**src/tosr_pkg.sv**
```systemverilog
// ----------------------------------------------------------------------------
// Takeoff sequencer package
// Shared types, codes and constants of the takeoff sequencer with ramp.
// ----------------------------------------------------------------------------
`default_nettype none

package tosr_pkg;

  localparam int unsigned DIV_W      = 24;
  localparam int unsigned CFG_IDX_W  = 2;
  localparam int unsigned CFG_DATA_W = 24;
  localparam int unsigned VZ_W       = 21;

  localparam logic [CFG_IDX_W-1:0] CFG_GAIN  = 2'd0;
  localparam logic [CFG_IDX_W-1:0] CFG_RAMP  = 2'd1;
  localparam logic [CFG_IDX_W-1:0] CFG_SPOOL = 2'd2;

  localparam logic [15:0] GAIN_RESET  = 16'd4000;
  localparam logic [23:0] RAMP_RESET  = 24'd3000000;
  localparam logic [23:0] SPOOL_RESET = 24'd1500000;
  localparam logic [15:0] GAIN_FLOOR  = 16'd10;

  // Gravity in micrometres per second squared.
  localparam logic [DIV_W-1:0] GRAV_UM_S2 = 24'd9806650;

  localparam logic [16:0] Q16_ONE = 17'h10000;

  localparam logic signed [VZ_W-1:0] START_VZ_RESET = -21'sd2451;
  localparam logic signed [22:0]     VZ_MAX         = 23'sd1000000;

  typedef enum logic [2:0] {
    PH_DISARMED = 3'd0,
    PH_SPOOLUP  = 3'd1,
    PH_READY    = 3'd2,
    PH_RAMPUP   = 3'd3,
    PH_FLIGHT   = 3'd4
  } phase_e;

  typedef enum logic [2:0] {
    ST_IDLE,
    ST_GDIV,
    ST_PHASE,
    ST_STEP,
    ST_DIV,
    ST_MUL,
    ST_FIN,
    ST_OUT
  } state_e;

  typedef struct packed {
    logic             start;
    logic [DIV_W-1:0] rem_init;
    logic [DIV_W-1:0] num_init;
    logic [DIV_W-1:0] divisor;
    logic [4:0]       last;
  } div_req_t;

  typedef struct packed {
    logic             done;
    logic [DIV_W-1:0] quo;
  } div_rsp_t;

  function automatic logic signed [VZ_W-1:0] sat_vz(input logic signed [22:0] v);
    logic signed [VZ_W-1:0] r;
    if (v > VZ_MAX) begin
      r = VZ_MAX[VZ_W-1:0];
    end else if (v < -VZ_MAX) begin
      r = VZ_W'(-VZ_MAX);
    end else begin
      r = v[VZ_W-1:0];
    end
    return r;
  endfunction

endpackage

`default_nettype wire

```
**src/tosr_in_if.sv**
```systemverilog
// ----------------------------------------------------------------------------
// Takeoff sequencer input channel
// Valid/ready channel carrying one control tick.
// ----------------------------------------------------------------------------
`default_nettype none

interface tosr_in_if;
  logic               valid;
  logic               ready;
  logic               armed;
  logic               landed;
  logic               takeoff_req;
  logic               direct_flight;
  logic [31:0]        now_us;
  logic [19:0]        dt_us;
  logic signed [15:0] desired_vz_mm_s;

  modport source (
    output valid, armed, landed, takeoff_req, direct_flight, now_us, dt_us,
           desired_vz_mm_s,
    input  ready
  );

  modport sink (
    input  valid, armed, landed, takeoff_req, direct_flight, now_us, dt_us,
           desired_vz_mm_s,
    output ready
  );
endinterface

`default_nettype wire

```
**src/tosr_out_if.sv**
```systemverilog
// ----------------------------------------------------------------------------
// Takeoff sequencer output channel
// Valid/ready channel carrying the velocity limit and the phase.
// ----------------------------------------------------------------------------
`default_nettype none

interface tosr_out_if;
  logic               valid;
  logic               ready;
  logic signed [20:0] vz_limit_mm_s;
  logic [2:0]         phase;

  modport source (
    output valid, vz_limit_mm_s, phase,
    input  ready
  );

  modport sink (
    input  valid, vz_limit_mm_s, phase,
    output ready
  );
endinterface

`default_nettype wire

```
**src/tosr_sdiv.sv**
```systemverilog
// ----------------------------------------------------------------------------
// Serial restoring divider
// Produces one quotient bit per cycle, numerator bits shifted in MSB first.
// ----------------------------------------------------------------------------
`default_nettype none

module tosr_sdiv import tosr_pkg::*; (
  input  logic     clk_i,
  input  logic     rst_ni,
  input  div_req_t req_i,
  output div_rsp_t rsp_o
);

  logic [DIV_W-1:0] rem_q, rem_d;
  logic [DIV_W-1:0] num_q, num_d;
  logic [DIV_W-1:0] quo_q, quo_d;
  logic [DIV_W-1:0] dvs_q, dvs_d;
  logic [4:0]       cnt_q, cnt_d;
  logic             busy_q, busy_d;
  logic             done_q, done_d;
  logic [DIV_W:0]   shifted;
  logic [DIV_W+1:0] trial;

  assign shifted = {rem_q, num_q[DIV_W-1]};
  assign trial   = {1'b0, shifted} - {2'b00, dvs_q};

  always_comb begin
    rem_d  = rem_q;
    num_d  = num_q;
    quo_d  = quo_q;
    dvs_d  = dvs_q;
    cnt_d  = cnt_q;
    busy_d = busy_q;
    done_d = 1'b0;
    if (req_i.start) begin
      rem_d  = req_i.rem_init;
      num_d  = req_i.num_init;
      dvs_d  = req_i.divisor;
      quo_d  = '0;
      cnt_d  = req_i.last;
      busy_d = 1'b1;
    end else if (busy_q) begin
      num_d = {num_q[DIV_W-2:0], 1'b0};
      if (!trial[DIV_W+1]) begin
        rem_d = trial[DIV_W-1:0];
        quo_d = {quo_q[DIV_W-2:0], 1'b1};
      end else begin
        rem_d = shifted[DIV_W-1:0];
        quo_d = {quo_q[DIV_W-2:0], 1'b0};
      end
      if (cnt_q == '0) begin
        busy_d = 1'b0;
        done_d = 1'b1;
      end else begin
        cnt_d = cnt_q - 5'd1;
      end
    end
  end

  always_ff @(posedge clk_i or negedge rst_ni) begin
    if (!rst_ni) begin
      busy_q <= 1'b0;
      done_q <= 1'b0;
    end else begin
      busy_q <= busy_d;
      done_q <= done_d;
    end
  end

  always_ff @(posedge clk_i) begin
    rem_q <= rem_d;
    num_q <= num_d;
    quo_q <= quo_d;
    dvs_q <= dvs_d;
    cnt_q <= cnt_d;
  end

  assign rsp_o.done = done_q;
  assign rsp_o.quo  = quo_q;

endmodule

`default_nettype wire

```
**src/takeoff_sequencer_with_ramp_core.sv**
```systemverilog
// ----------------------------------------------------------------------------
// Takeoff sequencer with velocity ramp
// Five-phase takeoff sequencer producing an upward velocity limit.
// ----------------------------------------------------------------------------
// Outside rampup a tick goes from ST_PHASE straight to ST_OUT. In rampup it
// passes ST_STEP, then as needed the serial division of dt by the ramp time
// (ST_DIV), the serial multiplication of the blend (ST_MUL) and ST_FIN, then
// waits in ST_OUT for the output. One tick is in work at a time; the next
// is taken once the result is registered and the core is idle. A gain write
// holds the input off while start_vz is recomputed. Reset restores defaults.
`default_nettype none

module takeoff_sequencer_with_ramp_core import tosr_pkg::*; (
  input  logic                  clk_i,
  input  logic                  rst_ni,
  input  logic                  cfg_we_i,
  input  logic [CFG_IDX_W-1:0]  cfg_idx_i,
  input  logic [CFG_DATA_W-1:0] cfg_wdata_i,
  tosr_in_if.sink               in_i,
  tosr_out_if.source            out_o
);

  logic [15:0] gain_q;
  logic [23:0] ramp_q;
  logic [23:0] spool_q;
  logic        gain_wr;

  state_e state_q, state_d;
  phase_e phase_q, phase_d;
  logic [16:0]             prog_q, prog_d;
  logic [31:0]             since_q, since_d;
  logic                    seen_q, seen_d;
  logic                    sdone_q, sdone_d;
  logic signed [VZ_W-1:0]  start_vz_q, start_vz_d;
  logic                    gpend_q, gpend_d;
  logic                    out_valid_q, out_valid_d;

  logic signed [22:0]      res_q, res_d;
  logic signed [21:0]      mcand_q, mcand_d;
  logic [15:0]             mplier_q, mplier_d;
  logic signed [37:0]      acc_q, acc_d;
  logic [3:0]              mcnt_q, mcnt_d;
  logic signed [VZ_W-1:0]  out_vz_q;
  phase_e                  out_phase_q;
  logic                    out_load;

  logic                    armed_q, landed_q, want_q, skip_q;
  logic [31:0]             now_q;
  logic [19:0]             dt_q;
  logic signed [15:0]      desired_q;

  logic                    in_fire;
  div_req_t                div_req;
  div_rsp_t                div_rsp;

  logic                    seen_n, sdone_n, ramp_reset;
  logic [31:0]             since_n, elapsed;
  phase_e                  p1, p2, p3, p4, p5, phase_nx;
  logic [15:0]             gain_eff;
  logic [17:0]             prog_sum;
  logic signed [21:0]      vz_diff;
  logic signed [37:0]      acc_adj;

  assign gain_wr  = cfg_we_i && (cfg_idx_i == CFG_GAIN);
  assign in_i.ready = (state_q == ST_IDLE) && !gpend_q && !gain_wr;
  assign in_fire  = in_i.valid && in_i.ready;
  assign gain_eff = (gain_q < GAIN_FLOOR) ? GAIN_FLOOR : gain_q;

  always_ff @(posedge clk_i or negedge rst_ni) begin
    if (!rst_ni) begin
      gain_q  <= GAIN_RESET;
      ramp_q  <= RAMP_RESET;
      spool_q <= SPOOL_RESET;
    end else if (cfg_we_i) begin
      case (cfg_idx_i)
        CFG_GAIN:  gain_q  <= cfg_wdata_i[15:0];
        CFG_RAMP:  ramp_q  <= cfg_wdata_i;
        CFG_SPOOL: spool_q <= cfg_wdata_i;
        default: ;
      endcase
    end
  end

  always_ff @(posedge clk_i) begin
    if (in_fire) begin
      armed_q   <= in_i.armed;
      landed_q  <= in_i.landed;
      want_q    <= in_i.takeoff_req;
      skip_q    <= in_i.direct_flight;
      now_q     <= in_i.now_us;
      dt_q      <= in_i.dt_us;
      desired_q <= in_i.desired_vz_mm_s;
    end
  end

  // Arming hysteresis and the fall-through phase sequence.
  always_comb begin
    seen_n  = seen_q;
    since_n = since_q;
    sdone_n = sdone_q;
    if (armed_q != sdone_q) begin
      if (armed_q != seen_q) begin
        seen_n  = armed_q;
        since_n = now_q;
      end
    end else begin
      seen_n = sdone_q;
    end
    elapsed = now_q - since_n;
    if (seen_n != sdone_q) begin
      if (sdone_q) begin
        sdone_n = 1'b0;
      end else if (elapsed >= {8'd0, spool_q}) begin
        sdone_n = 1'b1;
      end
    end

    p1 = (phase_q == PH_DISARMED && armed_q) ? PH_SPOOLUP : phase_q;
    p2 = (p1 == PH_SPOOLUP && sdone_n) ? PH_READY : p1;
    ramp_reset = (p2 == PH_READY) && (phase_q <= PH_READY) && want_q;
    p3 = ramp_reset ? PH_RAMPUP : p2;
    p4 = (p3 == PH_RAMPUP && !ramp_reset && prog_q[16]) ? PH_FLIGHT : p3;
    p5 = (p4 == PH_FLIGHT && phase_q <= PH_FLIGHT && landed_q) ? PH_READY : p4;
    if (!armed_q) begin
      phase_nx = PH_DISARMED;
    end else if (skip_q) begin
      phase_nx = PH_FLIGHT;
    end else begin
      phase_nx = p5;
    end
  end

  assign vz_diff  = 22'(desired_q) - 22'(start_vz_q);
  assign prog_sum = {1'b0, prog_q} + {2'b00, div_rsp.quo[15:0]};
  assign acc_adj  = acc_q + (acc_q[37] ? 38'sd65535 : 38'sd0);

  always_comb begin
    state_d     = state_q;
    phase_d     = phase_q;
    prog_d      = prog_q;
    seen_d      = seen_q;
    since_d     = since_q;
    sdone_d     = sdone_q;
    start_vz_d  = start_vz_q;
    gpend_d     = gpend_q | gain_wr;
    res_d       = res_q;
    mcand_d     = mcand_q;
    mplier_d    = mplier_q;
    acc_d       = acc_q;
    mcnt_d      = mcnt_q;
    out_load    = 1'b0;
    div_req     = '0;
    unique case (state_q)
      ST_IDLE: begin
        if (gpend_q) begin
          div_req.start    = 1'b1;
          div_req.rem_init = '0;
          div_req.num_init = GRAV_UM_S2;
          div_req.divisor  = {8'd0, gain_eff};
          div_req.last     = 5'(DIV_W - 1);
          gpend_d          = gain_wr;
          state_d          = ST_GDIV;
        end else if (in_fire) begin
          state_d = ST_PHASE;
        end
      end
      ST_GDIV: begin
        if (div_rsp.done) begin
          start_vz_d = -$signed({1'b0, div_rsp.quo[19:0]});
          state_d    = ST_IDLE;
        end
      end
      ST_PHASE: begin
        seen_d  = seen_n;
        since_d = since_n;
        sdone_d = sdone_n;
        phase_d = phase_nx;
        if (ramp_reset) begin
          prog_d = '0;
        end
        if (phase_nx == PH_RAMPUP) begin
          state_d = ST_STEP;
        end else begin
          res_d   = (phase_nx < PH_RAMPUP) ? 23'(start_vz_q) : 23'(desired_q);
          state_d = ST_OUT;
        end
      end
      ST_STEP: begin
        if (ramp_q > {4'd0, dt_q}) begin
          div_req.start    = 1'b1;
          div_req.rem_init = {4'd0, dt_q};
          div_req.num_init = '0;
          div_req.divisor  = ramp_q;
          div_req.last     = 5'd15;
          state_d          = ST_DIV;
        end else begin
          prog_d  = Q16_ONE;
          res_d   = 23'(desired_q);
          state_d = ST_OUT;
        end
      end
      ST_DIV: begin
        if (div_rsp.done) begin
          if (prog_sum >= {1'b0, Q16_ONE}) begin
            prog_d  = Q16_ONE;
            res_d   = 23'(desired_q);
            state_d = ST_OUT;
          end else begin
            prog_d   = prog_sum[16:0];
            mplier_d = prog_sum[15:0];
            mcand_d  = vz_diff;
            acc_d    = '0;
            mcnt_d   = 4'd15;
            state_d  = ST_MUL;
          end
        end
      end
      ST_MUL: begin
        acc_d    = (acc_q <<< 1) + (mplier_q[15] ? 38'(mcand_q) : 38'sd0);
        mplier_d = {mplier_q[14:0], 1'b0};
        if (mcnt_q == '0) begin
          state_d = ST_FIN;
        end else begin
          mcnt_d = mcnt_q - 4'd1;
        end
      end
      ST_FIN: begin
        res_d   = 23'(start_vz_q) + 23'($signed(acc_adj[37:16]));
        state_d = ST_OUT;
      end
      ST_OUT: begin
        if (!out_valid_q || out_o.ready) begin
          out_load = 1'b1;
          state_d  = ST_IDLE;
        end
      end
      default: state_d = ST_IDLE;
    endcase
  end

  always_comb begin
    out_valid_d = out_valid_q;
    if (out_o.ready) begin
      out_valid_d = 1'b0;
    end
    if (out_load) begin
      out_valid_d = 1'b1;
    end
  end

  always_ff @(posedge clk_i or negedge rst_ni) begin
    if (!rst_ni) begin
      state_q     <= ST_IDLE;
      phase_q     <= PH_DISARMED;
      prog_q      <= '0;
      since_q     <= '0;
      seen_q      <= 1'b0;
      sdone_q     <= 1'b0;
      start_vz_q  <= START_VZ_RESET;
      gpend_q     <= 1'b0;
      out_valid_q <= 1'b0;
    end else begin
      state_q     <= state_d;
      phase_q     <= phase_d;
      prog_q      <= prog_d;
      since_q     <= since_d;
      seen_q      <= seen_d;
      sdone_q     <= sdone_d;
      start_vz_q  <= start_vz_d;
      gpend_q     <= gpend_d;
      out_valid_q <= out_valid_d;
    end
  end

  always_ff @(posedge clk_i) begin
    res_q    <= res_d;
    mcand_q  <= mcand_d;
    mplier_q <= mplier_d;
    acc_q    <= acc_d;
    mcnt_q   <= mcnt_d;
    if (out_load) begin
      out_vz_q    <= sat_vz(res_q);
      out_phase_q <= phase_q;
    end
  end

  tosr_sdiv u_sdiv (
    .clk_i  (clk_i),
    .rst_ni (rst_ni),
    .req_i  (div_req),
    .rsp_o  (div_rsp)
  );

  assign out_o.valid         = out_valid_q;
  assign out_o.vz_limit_mm_s = out_vz_q;
  assign out_o.phase         = out_phase_q;

  a_accept_starts_tick: assert property (@(posedge clk_i) disable iff (!rst_ni)
    in_fire |=> state_q == ST_PHASE)
    else $error("Accepted tick did not enter the sequencer step.");

  a_prog_bounded: assert property (@(posedge clk_i) disable iff (!rst_ni)
    prog_q[16] |-> prog_q[15:0] == 16'd0)
    else $error("Ramp progress exceeds one.");

  a_div_done_expected: assert property (@(posedge clk_i) disable iff (!rst_ni)
    div_rsp.done |-> (state_q == ST_DIV || state_q == ST_GDIV))
    else $error("Divider finished outside a division state.");

  a_result_loaded: assert property (@(posedge clk_i) disable iff (!rst_ni)
    out_load |=> out_valid_q && state_q != ST_OUT)
    else $error("Result was not presented after loading.");

  a_no_accept_during_gain: assert property (@(posedge clk_i) disable iff (!rst_ni)
    state_q == ST_GDIV |-> !in_i.ready)
    else $error("Tick accepted while the start velocity is being recomputed.");

endmodule

`default_nettype wire

```
**src/flat_wrapper.sv**
```systemverilog
// flat-port wrapper written by rule: the top's interface ports become plain ports
module takeoff_sequencer_with_ramp_core_flat import tosr_pkg::*;
  (clk_i, rst_ni, cfg_we_i, cfg_idx_i, cfg_wdata_i, in_i_valid, in_i_armed, in_i_landed, in_i_takeoff_req, in_i_direct_flight, in_i_now_us, in_i_dt_us, in_i_desired_vz_mm_s, in_i_ready, out_o_valid, out_o_vz_limit_mm_s, out_o_phase, out_o_ready);
  tosr_in_if in_i_i ();
  tosr_out_if out_o_i ();
  input  logic clk_i;
  input  logic rst_ni;
  input  logic cfg_we_i;
  input  logic [CFG_IDX_W-1:0] cfg_idx_i;
  input  logic [CFG_DATA_W-1:0] cfg_wdata_i;
  input wire logic [$bits(in_i_i.valid)-1:0] in_i_valid;
  input wire logic [$bits(in_i_i.armed)-1:0] in_i_armed;
  input wire logic [$bits(in_i_i.landed)-1:0] in_i_landed;
  input wire logic [$bits(in_i_i.takeoff_req)-1:0] in_i_takeoff_req;
  input wire logic [$bits(in_i_i.direct_flight)-1:0] in_i_direct_flight;
  input wire logic [$bits(in_i_i.now_us)-1:0] in_i_now_us;
  input wire logic [$bits(in_i_i.dt_us)-1:0] in_i_dt_us;
  input wire logic [$bits(in_i_i.desired_vz_mm_s)-1:0] in_i_desired_vz_mm_s;
  output wire logic [$bits(in_i_i.ready)-1:0] in_i_ready;
  output wire logic [$bits(out_o_i.valid)-1:0] out_o_valid;
  output wire logic [$bits(out_o_i.vz_limit_mm_s)-1:0] out_o_vz_limit_mm_s;
  output wire logic [$bits(out_o_i.phase)-1:0] out_o_phase;
  input wire logic [$bits(out_o_i.ready)-1:0] out_o_ready;
  assign in_i_i.valid = in_i_valid;
  assign in_i_i.armed = in_i_armed;
  assign in_i_i.landed = in_i_landed;
  assign in_i_i.takeoff_req = in_i_takeoff_req;
  assign in_i_i.direct_flight = in_i_direct_flight;
  assign in_i_i.now_us = in_i_now_us;
  assign in_i_i.dt_us = in_i_dt_us;
  assign in_i_i.desired_vz_mm_s = in_i_desired_vz_mm_s;
  assign in_i_ready = in_i_i.ready;
  assign out_o_valid = out_o_i.valid;
  assign out_o_vz_limit_mm_s = out_o_i.vz_limit_mm_s;
  assign out_o_phase = out_o_i.phase;
  assign out_o_i.ready = out_o_ready;
  takeoff_sequencer_with_ramp_core u_core (.clk_i(clk_i), .rst_ni(rst_ni), .cfg_we_i(cfg_we_i), .cfg_idx_i(cfg_idx_i), .cfg_wdata_i(cfg_wdata_i), .in_i(in_i_i), .out_o(out_o_i));
endmodule
```
**config.mk**
```make
export PLATFORM = sky130hd
export DESIGN_NAME = takeoff_sequencer_with_ramp_core_flat
export DESIGN_NICKNAME = d
export VERILOG_FILES = /design/src/tosr_pkg.sv /design/src/tosr_in_if.sv /design/src/tosr_out_if.sv /design/src/tosr_sdiv.sv /design/src/takeoff_sequencer_with_ramp_core.sv /design/src/flat_wrapper.sv
export SDC_FILE = /design/constraint.sdc
export NUM_CORES = 1
export LEC_CHECK = 0
export BUFFER_PORTS_ARGS = -buffer_cell sky130_fd_sc_hd__buf_2
export CAP_MARGIN = 20
export CELL_PAD_IN_SITES_DETAIL_PLACEMENT = 0
export CELL_PAD_IN_SITES_GLOBAL_PLACEMENT = 1
export CORE_ASPECT_RATIO = 1.25
export CORE_MARGIN = 2
export CORE_UTILIZATION = 40
export DETAILED_ROUTE_END_ITERATION = 7
export GPL_TIMING_DRIVEN = 0
export PLACE_DENSITY = 0.72
export SYNTH_ARGS = -nofsm -noshare
export SYNTH_HDL_FRONTEND = slang
export SYNTH_SLANG_ARGS = --single-unit
```
**constraint.sdc**
```tcl
create_clock -name clk_i -period 18 [get_ports clk_i]
set_clock_uncertainty 0.15 [all_clocks]
set_input_delay 3.6 -clock clk_i [delete_from_list [all_inputs] [get_ports clk_i]]
set_output_delay 3.6 -clock clk_i [all_outputs]
set_load 0.03 [all_outputs]
```
Word-level counts from Yosys, hierarchy flattened
Cells that the tools add are included.
Cells by class
  reduce and logical (&&, ||, !) cells: 39
  multiply operators: 0
  bitwise logic cells: 2
  shift-type cells: 0
  equal/unequal tests: 29
  order comparisons: 9
  mux-type cells: 73
  div/mod/pow operators: 0
  add/subtract/negate cells: 10
Operator list (count)
  $mux 78: 2
  $pmux 78 s2: 1
  $mux 24: 5
  $mux 23: 5
  $mux 38: 3
  $pmux 23 s4: 1
  $pmux 38 s2: 1
  $mux 17: 4
  $mux 16: 4
  $mux 32: 2
  $pmux 17 s3: 1
  $mux 3: 14
  $add 38x17->38: 1
  $add 38x38->38: 1
  $ge 32x24->1: 1
  $pmux 16 s2: 1
  $sub 32x32->32: 1
  $sub 25x24->26: 1
  $gt 24x20->1: 1
  $pmux 3 s8: 1
  $add 21x22->23: 1
  $gt 23x21->1 const B: 1
  $lt 23x21->1 const B: 1
  $sub 16x21->22: 1
  other kinds (41): 107
Word-level totals
  memory bits (read-only): 0
  output and inout port bits: 26
  register bits after elaboration: 442
  word-level logic and storage cells: 196
  bits in latches: 0
  RAM bits: 0
  memories kept: 0
  input port bits: 103

Depth between registers and ports, before layout
  depth after elaboration: 28
  mapped depth: 33
  gate-level depth less buffers: 31

Modules after synthesis
Synthesis repeated with hierarchy kept, for this count alone.
Second synthesis, totals
  cell total of the unflattened synthesis: 2619
  area, all modules: 27126.0 µm²
By module, submodules not included
  takeoff_sequencer_with_ramp_core: seq. area each 9631.7 µm², instances 1, area each 21620.7 µm², cells each 2139
  tosr_sdiv: seq. area each 2842.7 µm², instances 1, area each 5505.3 µm², cells each 480

Least setup slack after synthesis
OpenSTA, ideal clock, no wires.
  kind: input to output
  start: input cfg_idx_i[1]
  end: output in_i_ready
  stages: 2
  data required time: 14.250 ns
  data arrival time: 4.649 ns
  buffers on the path: 0
  setup slack: 9.601 ns
  path through: nor3b_1 > nor3_1
Between the ends
  word-level cells in the longest chain between the ends: 4
RTL lines
  start: declaration: RTL line flat_wrapper.sv:9  | input logic [CFG_IDX_W-1:0] cfg_idx_i;
  $logic_not 2->1: RTL line takeoff_sequencer_with_ramp_core.sv:64  | assign gain_wr = cfg_we_i && (cfg_idx_i == CFG_GAIN);
  $logic_and 1x1->1: RTL line takeoff_sequencer_with_ramp_core.sv:64
  $logic_not 1->1: RTL line takeoff_sequencer_with_ramp_core.sv:65  | assign in_i.ready = (state_q == ST_IDLE) && !gpend_q && !gain_wr;
  $logic_and 1x1->1: RTL line takeoff_sequencer_with_ramp_core.sv:65
  end: declaration: RTL line flat_wrapper.sv:19  | output wire logic [$bits(in_i_i.ready)-1:0] in_i_ready;
No other way between the ends.

Worst setup path after layout
  start: register u_core.sdone_q
  end: register u_core.res_q[3], enable pin
Between the ends
  word-level cells in the longest chain between the ends: 26
  elaborated cells on any way between the ends: 29
  classes of those cells: add/sub (1); order compare (1); eq/ne (7); mux (11); reduce/logical (9)
RTL lines
  start: declaration: RTL line takeoff_sequencer_with_ramp_core.sv:33  | logic sdone_q, sdone_d;
  start signal: assignment: RTL line takeoff_sequencer_with_ramp_core.sv:268  | sdone_q <= sdone_d;
  $ne 1x1->1 *: RTL line takeoff_sequencer_with_ramp_core.sv:101  | if (armed_q != sdone_q) begin
  $mux 32 *: RTL line takeoff_sequencer_with_ramp_core.sv:101
  via u_core.since_n[0]: RTL line takeoff_sequencer_with_ramp_core.sv:57  | logic [31:0] since_n, elapsed;
  $sub 32x32->32 *: RTL line takeoff_sequencer_with_ramp_core.sv:109  | elapsed = now_q - since_n;
  $ge 32x24->1 *: RTL line takeoff_sequencer_with_ramp_core.sv:113  | end else if (elapsed >= {8'd0, spool_q}) begin
  $mux 1 *: RTL line takeoff_sequencer_with_ramp_core.sv:113
  $mux 1 *: RTL line takeoff_sequencer_with_ramp_core.sv:111  | if (sdone_q) begin
  $mux 1 *: RTL line takeoff_sequencer_with_ramp_core.sv:110  | if (seen_n != sdone_q) begin
  [10 not listed]
  $eq 3x3->1: RTL line takeoff_sequencer_with_ramp_core.sv:123  | p5 = (p4 == PH_FLIGHT && phase_q <= PH_FLIGHT && landed_q) ? PH_READY : p4;
  $logic_and 1x1->1 (2 in a row): RTL line takeoff_sequencer_with_ramp_core.sv:123
  $mux 3 *: RTL line takeoff_sequencer_with_ramp_core.sv:123
  $mux 3 *: RTL line takeoff_sequencer_with_ramp_core.sv:126  | end else if (skip_q) begin
  $mux 3 *: RTL line takeoff_sequencer_with_ramp_core.sv:124  | if (!armed_q) begin
  $eq 3x2->1 *: RTL line takeoff_sequencer_with_ramp_core.sv:181  | if (phase_nx == PH_RAMPUP) begin
  $ne 2x2->1 (no line) *
  $reduce_and 5->1 (no line) *
  end signal: assignment: RTL line takeoff_sequencer_with_ramp_core.sv:276  | res_q <= res_d;
  end: declaration: RTL line takeoff_sequencer_with_ramp_core.sv:38  | logic signed [22:0] res_q, res_d;
Mark *: on every way through the listed nets, which the timed path passes. The rest lies on a longest branch.
A chain may end at the register's enable or synchronous reset.

==> metrics.md <==
| Metric | Value |
|---|---|
| Outcome | `finished, final reports clean` |
| Worst Hold Endpoint | `u_core.out_o.phase[2]$_DFFE_PP_` |
| Synth cell types | `88` |
| Area Overhead vs Synth | `13.7%` |
| CTS Buffer Depth | `3` |
| Crit end category | `flop` |
| Final setup viols | `0` |
| Pin count of the biggest net entering global routing | `between 70 and 80` |
| Die W | `235 µm` |
| Comb pwr share | `between 40% and 50%` |
| Top Ports | `129` |
| H-tree lvl count | `2` |
| DRT iter0 DRCs | `between 1000 and 1500` |
| Total gr overflow | `0` |
| Die footprint | `0.0687 mm²` |
| First-pass GRT wire length | `roughly 110 mm` |
| Area of the multi-input gates | `~0.013 mm²` |
| Minimum clock period | `8820 ps` |
| Syn_nets | `a little under 3000` |
| Vias per cell | `about 5.3` |
| Post-route ant nets | `0` |
| Layout net count | `3106` |
| Crit path required time | `roughly 18000 ps` |
| Pre-antenna DRT Iters | `7` |
| Crit path kind | `reg2reg` |
| Wirelength per Cell | `about 18 µm` |
| Sequential power share | `roughly 32%` |
| DRC | `0` |
| Fmax | `113 MHz` |
| CTS Buf Count | `between 40 and 50` |
| Worst setup SP type | `flop` |
| RSZ-0062 raised after global routing | `no` |
| WP data arrival | `8880 ps` |
| Hold Crit Start | `u_core.phase_q[2]$_DFFE_PN0P_` |
| # resized after CTS | `0` |
| Post-synth EDFFs | `about 280` |
| Initial Utilization | `roughly two fifths` |
| Clk slew on worst S/H paths | `70 ps` |
| # diodes | `0` |
| Crit-path max cell delay | `710 ps` |
| Vias in the first global route | `~20000` |
| Post-CTS Hold Fix Bufs | `0` |
| Top FF cell, synth | `edfxtp_1` |
| Detail Placement HPWL | `around 52 mm` |
| Synthesized flop and latch total | `between 400 and 500` |
| Lkg Pwr | `approximately 0.013 µW` |
| Post-Syn Area | `roughly 0.027 mm²` |
| Total track usage | `19.4%` |
| Period utilisation layout | `approximately half` |
| Sequential area share after synthesis | `about 46%` |
| CORE AREA | `approximately 0.066 mm²` |
| Psw | `2150 µW` |
| Final Hold Viols | `0` |
| Fin worst setup slack | `9180 ps` |
| Slew Limit Headroom | `28.0%` |
| Dpl ws | `about 9000 ps` |
| Mapped Avg Cell Area | `between 10 and 15 µm²` |
| Initial antenna violation count | `1` |
| Hold Crit Depth | `0` |
| CTS tree | `built` |
| R2R Setup Slk | `around 9200 ps` |
| Clock sinks | `roughly 440` |
| Setup_tns | `0 ps` |
| Hold WC Path Type | `reg2reg` |
| Setup bufs post-CTS | `0` |
| Die height | `293 µm` |
| Share of layout cells above drive strength 1 | `~13%` |
| Vias post-DR | `roughly 20000` |
| Asr flop ratio synth | `33.1%` |
| Crit Path Max Fanout | `23` |
| Sw frac | `roughly two fifths` |
| Port bufs | `between 100 and 150` |
| Routed Wire Length | `between 60 and 70 mm` |
| Final slew viol count | `0` |
| Fillers | `between 6000 and 7000` |
| Root Driver | `clkbuf_16` |
| Power per Cell Area | `roughly 180 mW/mm²` |
| Final non-filler cell total | `3683` |
| GP Congestion | `a little under 0.9` |
| Clk_lat worst skew | `a little over 600 ps` |
| # rows | `105` |
| Ys Warns | `0` |
| Max cap viols | `0` |
| Internal power | `3180 µW` |
| Placed cells | `between 3000 and 4000` |
| Crit Reg-Reg Endpoint | `u_core.res_q[3]$_DFFE_PP_` |
| FF/Latch Area | `approximately 0.012 mm²` |
| Worst flop-to-flop path startpoint | `u_core.sdone_q$_DFFE_PN0P_` |
| Cells after Synth | `2599` |
| Clk pwr share | `roughly a fifth` |
| R2R cell count | `30` |
| VDD IR max | `between 0.1 and 0.15 mV` |
| Slowest CP cell | `o311a_1` |
| Worst Tran Pin Value | `1080 ps` |
==> stage by stage <==
step                      power [µW]  hold slack (ps)  area, µm²  utilization, %
final                           5340              291      30300            46.0
after global routing            5760              301      30300            46.0
after CTS                       5370              283      30300            46.0
after detailed placement        4270              294      28500            43.4
after global placement          4200              282      28400            43.1
after floorplan                 3590              273      26700               -
==> state kept, by name, indices dropped and copies added (netlist names), 21 cells and up <==
register,flops
u_core.acc_q,38
u_core.now_q,32
u_core.since_q,32
u_core.ramp_q,24
u_core.spool_q,24
u_core.u_sdiv.dvs_q,24
u_core.u_sdiv.rem_q,24
u_core.res_q,23
u_core.u_sdiv.num_q,23
u_core.mcand_q,22
u_core.out_o.vz_limit_mm_s,21
u_core.start_vz_q,21
==> per-layer routing <==
metal | global-route usage (%) | share of wire (%)
met3 | 2.43 | 3.8
met5 | 0 | 0
met1 | 24.4 | 44
met4 | 6.98 | 3.5
met2 | 34.1 | 49
==> power groups by stage <==
stage / clock network (µW) / logic (µW) / registers, µW
floorplan: 0 / 1920 / 1670
global placement: 0 / 2470 / 1740
detailed placement: 0 / 2540 / 1730
CTS: 1100 / 2560 / 1710
global route: 1140 / 2870 / 1750
finish: 1070 / 2560 / 1710
==> worst max path at each step <==
stage | from | endpoint | slack [ps] | cells past startpoint
4_1_cts | u_core.sdone_q$_DFFE_PN0P_ | u_core.res_q[7]$_DFFE_PP_ | 9180 | 30
3_3_place_gp | u_core.u_sdiv.quo_q[0]$_SDFFE_PP0P_ | u_core.mcnt_q[0]$_SDFFCE_PN1P_ | 6970 | 17
6_report | u_core.sdone_q$_DFFE_PN0P_ | u_core.res_q[3]$_DFFE_PP_ | 9180 | 30
2_1_floorplan | cfg_idx_i[1] | in_i_ready | 9600 | 2
3_5_place_dp | cfg_idx_i[1] | in_i_ready | 9240 | 4
5_1_grt | u_core.sdone_q$_DFFE_PN0P_ | u_core.res_q[2]$_DFFE_PP_ | 8720 | 26
==> cell families (layout without fill, tap and decap cells) <==
kind of cell | after synthesis | after routing | synth area share, %
mux | 158 | 158 | 6.27
simple gates | 776 | 776 | 13.8
xor+xnor | 142 | 142 | 4.67
buf+inv | 277 | 505 | 4.03
flops | 441 | 441 | 46.4
compound gates | 587 | 587 | 14.5
fa+ha+maj | 218 | 218 | 10.4
==> placed cells by master, fill, tap and decap left out, types with 57 or more instances in the layout <==
master | Yosys | final
a21oi_1 | 123 | 123
dfrtp_1 | 104 | 104
mux2i_1 | 86 | 86
mux2_2 | 71 | 71
inv_1 | 201 | 201
buf_2 | 6 | 133
xor2_1 | 69 | 69
ha_1 | 211 | 211
o21ai_0 | 183 | 183
xnor2_1 | 73 | 73
nand2_1 | 256 | 256
a21o_1 | 57 | 57
clkbuf_1 | 61 | 69
edfxtp_1 | 275 | 275
nor2_1 | 197 | 197
==> final cells by class <==
class / count / area share (%)
clock inverters: 25 / 1.16
repair buffers: 138 / 2.70
inverters: 202 / 2.50
well taps: 856 / 3.54
clock buffers: 65 / 4.55
plain buffers: 75 / 1.04
flip-flops and latches: 441 / 40.8
multi-input cells: 1881 / 43.7
==> worst max-delay path, delay by kind of cell, from the launching register on <==
kind	cells	cell delay [ps]
buffers and inverters	4	840
AOI/OAI and AO/OA	14	3310
DFF	1	430
adders and majority gates	4	1350
xor gates and xnor gates	1	170
and+or+nand+nor	7	2140
==> synthesized netlist by cell type (6+ instances only) <==
cell | number | share of area (%)
a211o_1 | 7 | 0.23
a211oi_1 | 16 | 0.45
a21boi_0 | 19 | 0.54
a21o_1 | 57 | 1.6
a21oi_1 | 123 | 2.3
a221o_1 | 24 | 0.90
a22o_1 | 17 | 0.56
a31oi_1 | 15 | 0.35
a41oi_1 | 7 | 0.23
and2_1 | 53 | 1.2
and3_1 | 25 | 0.59
buf_2 | 6 | 0.11
clkbuf_1 | 61 | 0.86
dfrtp_1 | 104 | 9.8
dfstp_2 | 42 | 4.1
dfxtp_1 | 20 | 1.5
edfxtp_1 | 275 | 31
ha_1 | 211 | 9.9
inv_1 | 201 | 2.8
mux2_2 | 71 | 3.0
mux2i_1 | 86 | 3.2
nand2_1 | 256 | 3.6
nand2b_1 | 20 | 0.47
nand3_1 | 33 | 0.62
nand3b_1 | 6 | 0.17
nand4_1 | 26 | 0.61
nor2_1 | 197 | 2.8
nor2b_1 | 36 | 0.85
nor3_1 | 54 | 1.0
nor4_1 | 17 | 0.40
o211ai_1 | 8 | 0.23
o21a_1 | 23 | 0.65
o21ai_0 | 183 | 3.4
o21ai_1 | 6 | 0.11
o21bai_1 | 13 | 0.37
o31a_1 | 6 | 0.20
o31ai_1 | 9 | 0.25
or2_2 | 14 | 0.33
or3_1 | 14 | 0.33
or4_1 | 8 | 0.23
xnor2_1 | 73 | 2.4
xor2_1 | 69 | 2.3
Power figures use the tool's default switching activity.
